[src/rtl/mpm_ram.sv]
// ----------------------------------------------------------------------------
// mpm_ram
// Simple dual-port RAM, one write port, one registered read port.
// ----------------------------------------------------------------------------
module mpm_ram #(
  parameter int WIDTH = 8,
  parameter int DEPTH = 16
) (
  input  logic                     clk_i,
  input  logic                     we_i,
  input  logic [$clog2(DEPTH)-1:0] waddr_i,
  input  logic [WIDTH-1:0]         wdata_i,
  input  logic [$clog2(DEPTH)-1:0] raddr_i,
  output logic [WIDTH-1:0]         rdata_o
);

  logic [WIDTH-1:0] mem_q [DEPTH];

  always_ff @(posedge clk_i) begin
    if (we_i) begin
      mem_q[waddr_i] <= wdata_i;
    end
    rdata_o <= mem_q[raddr_i];
  end

endmodule

[config.mk]
export PLATFORM = sky130hd
export DESIGN_NAME = mpm_ram
export DESIGN_NICKNAME = d
export VERILOG_FILES = /design/src/rtl/mpm_ram.sv
export SDC_FILE = /design/constraint.sdc
export NUM_CORES = 1
export LEC_CHECK = 0
export BUFFER_PORTS_ARGS = -buffer_cell sky130_fd_sc_hd__buf_2
export CAP_MARGIN = 25
export CORE_MARGIN = 2
export CORE_UTILIZATION = 45
export CTS_CLUSTER_DIAMETER = 30
export DETAILED_ROUTE_END_ITERATION = 10
export GPL_TIMING_DRIVEN = 0
export SYNTH_ARGS = -nofsm -noshare
export SYNTH_HDL_FRONTEND = slang
export SYNTH_SLANG_ARGS = --single-unit
export TNS_END_PERCENT = 20
[constraint.sdc]
create_clock -name clk_i -period 2.75 [get_ports clk_i]
set_clock_uncertainty 0.1 [all_clocks]
set_input_delay 0.55 -clock clk_i [delete_from_list [all_inputs] [get_ports clk_i]]
set_output_delay 0.55 -clock clk_i [all_outputs]
set_load 0.05 [all_outputs]
==> impl_metrics.tcl <==
set metrics [dict create \
    start_util_pct 45.7 \
    yosysUniqueCellTypes 19 \
    grt_max_degree 17 \
    peakVddDrop_mv 0.461 \
    grt_pass1_vias 2409 \
    die_w_um 111 \
    worstRegToRegCells 3 \
    critPathLaunch "waddr_i[2]" \
    async_flop_share_pct 0 \
    ctsResizeCount 0 \
    rsz0062_at_grt "false" \
    worstSkewPairLatency_ps 410 \
    dp_hpwl_um 6250 \
    clock_path_buffers 2 \
    post-route-util_pct 53.8 \
    ctsRootBufferMaster "clkbuf_16" \
    route.met3.wl_um 452 \
    seq_area_mm2 0.00400 \
    path_buf_inv 1 \
    num_vias 2388 \
    critical_path.top_delay_family "simple AND/OR/NAND/NOR gates" \
    synth.most_common_cell "edfxtp_1" \
    yosys-top-cells-count "128 x edfxtp_1, 18 x mux4_2, 16 x a22oi_1" \
    cp_slowest_cell "nor2_1" \
    clock.fmax_mhz 523 \
    sw_frac_of_total_pct 20.6 \
    antenna_found_initial 0 \
    multi_input_area_mm2 0.00106 \
    synth_edf_count 128 \
    synthTopCellsByArea "edfxtp_1 75%, mux4_2 7.9%, mux4_1 7.1%" \
    tightest_slew_ps 855 \
    slew_violations 0 \
    end_kind "register" \
    post-route-min-period_ps 1910 \
    ys.flop_type "edfxtp_1" \
    synth_nets 247 \
    rows 39 \
    grt_pass1_wl_um 14600 \
    r2r_setup_slack_ps 1170 \
    diodes 0 \
    p_per_area_mw_per_mm2 793 \
    rr_startpoint "mem_q[6][0]" \
    cp_data_arrival_time_ps 1850 \
    drt_iter0_drc 179 \
    ys_warn_count 0 \
    cts_hold_buf 0 \
    max_stage_delay_ps 650 \
    yosys.area.top_type "edfxtp_1" \
    finalPower_w 0.00481 \
    finalNetCount 294 \
    fillers 859 \
    setup_tns_ps 0 \
    startpoint_type "input pin" \
    pwr-share-seq_pct 48.4 \
    clock-sinks 136 \
    max-cap-violations 0 \
    drtAntennaViolNets 0 \
    yosys.area.top_type_share_pct 74.7 \
    top_layer "met4" \
    drc 0 \
    max_slew_margin_pct 42.6 \
    gp_congestion 0.733 \
    die_area_mm2 0.0123 \
    cts_buffers 17 \
    cts_tree "yes" \
    core_mm2 0.0113 \
    met1_length_um 4230 \
    crit_type "in2reg" \
    clkTransAtPathRegs_ps 50 \
    power_frac_comb_pct 5.6 \
    clkPwrFrac_pct 46.0 \
    synth_cells 229 \
    path_cells "buf_2 > or3b_2 > nor2_1" \
    cp_num_cells 3 \
    first_pass_iters 4 \
    track_usage_pct 16.9 \
    ys_seq_area_share_pct 77.8 \
    synth_area_mm2 0.00515 \
    r2r_end "rdata_o[0]" \
    endpoint "mem_q[1][1]" \
    die_h_um 111 \
    vias_per_cell 5.53 \
    postCtsSetupRepairBufs 0 \
    timing.final.crit_share_pct 69.5 \
    drive_gt1_share_pct 29.8 \
    drt_wl_total_um 9750 \
    status "finished clean" \
    crit_fanout 8 \
    cellInternalPower_w 0.00382 \
    worstPathRequired_ps 2680 \
    overflow 0 \
    leakagePower_nw 2.04 \
    syn_to_final_growth_pct 17.7 \
    worst_hold_slack_ps 445 \
    pin_count 26 \
    p_switching_w 0.000990 \
    h-tree-depth 4 \
    synth.avg_cell_area_um2 22.5 \
    routedWlPerCell_um 22.6 \
    min-delay-path-class "in2reg" \
    yosys_register_bits 136 \
    finalHoldViolCount 0 \
    portBuffers 24 \
    setup_viol 0 \
    routed-wl-met2_um 4950 \
]
[worst min path at each step]
stage / from / endpoint / slack [ps] / cells past startpoint
2_1_floorplan: mem_q[7][0] / rdata_o[0] / 530 / 3
3_3_place_gp: mem_q[11][2] / rdata_o[2] / 560 / 3
3_5_place_dp: mem_q[8][1] / rdata_o[1] / 570 / 3
4_1_cts: wdata_i[5] / mem_q[7][5] / 440 / 1
5_1_grt: wdata_i[4] / mem_q[4][4] / 450 / 1
6_report: wdata_i[6] / mem_q[7][6] / 450 / 1
[stage by stage]
step,cells,setup slack (ps),cell area (um2)
after detailed placement,400,394,5470
after CTS,432,815,6060
after floorplan,229,607,5150
after global placement,396,-7.70,5450
final,432,838,6060
after global routing,432,801,6060
[placed cells by master, fill, tap and decap left out, drive strengths merged, types with 4 or more instances in the layout]
master    netlist  layout
dfxtp           8       8
mux4           32      32
nor3            4       4
nor2           13      13
nand2           9       9
clkbuf          0      17
a22oi          16      16
edfxtp        128     128
clkinv          0       8
clkinvlp        0       4
buf             7      35
[cell families (layout without fill, tap and decap cells)]
group,count (synthesis),in the layout,share of synthesized area [%]
mux,32,32,15.0
compound gates,16,16,2.33
buf+inv,10,70,1.68
flops,136,136,77.8
simple gates,35,35,3.18
[routing by layer]
metal | global-route usage (%) | vias up
met4 | 6.25 | 0
met1 | 21.9 | 1231
met2 | 27.1 | 80
li1 | - | 1073
met3 | 5.47 | 4
met5 | 0 | -
[power groups by stage]
| stage | Clock (W) | Combinational [W] | Sequential, W |
|---|---|---|---|
| floorplan | 0 | 0.000118 | 0.00242 |
| global route | 0.00234 | 0.000285 | 0.00233 |
| finish | 0.00221 | 0.000267 | 0.00233 |
| detailed placement | 0 | 0.000270 | 0.00237 |
| global placement | 0 | 0.000264 | 0.00237 |
| CTS | 0.00224 | 0.000271 | 0.00233 |
[state kept, by name (all words and copies together) (netlist names)]
register  cells
mem_q       128
rdata_o       8
[area by class of cell]
cell class / instances / share of cell area [%]
repair buffers: 28 / 2.44
well taps: 143 / 2.95
clock inverters: 15 / 2.64
flip-flops and latches: 136 / 66.1
plain buffers: 10 / 1.42
clock buffers: 17 / 7.02
multi-input cells: 83 / 17.4
Note: power is estimated with default switching activity, not from simulation.
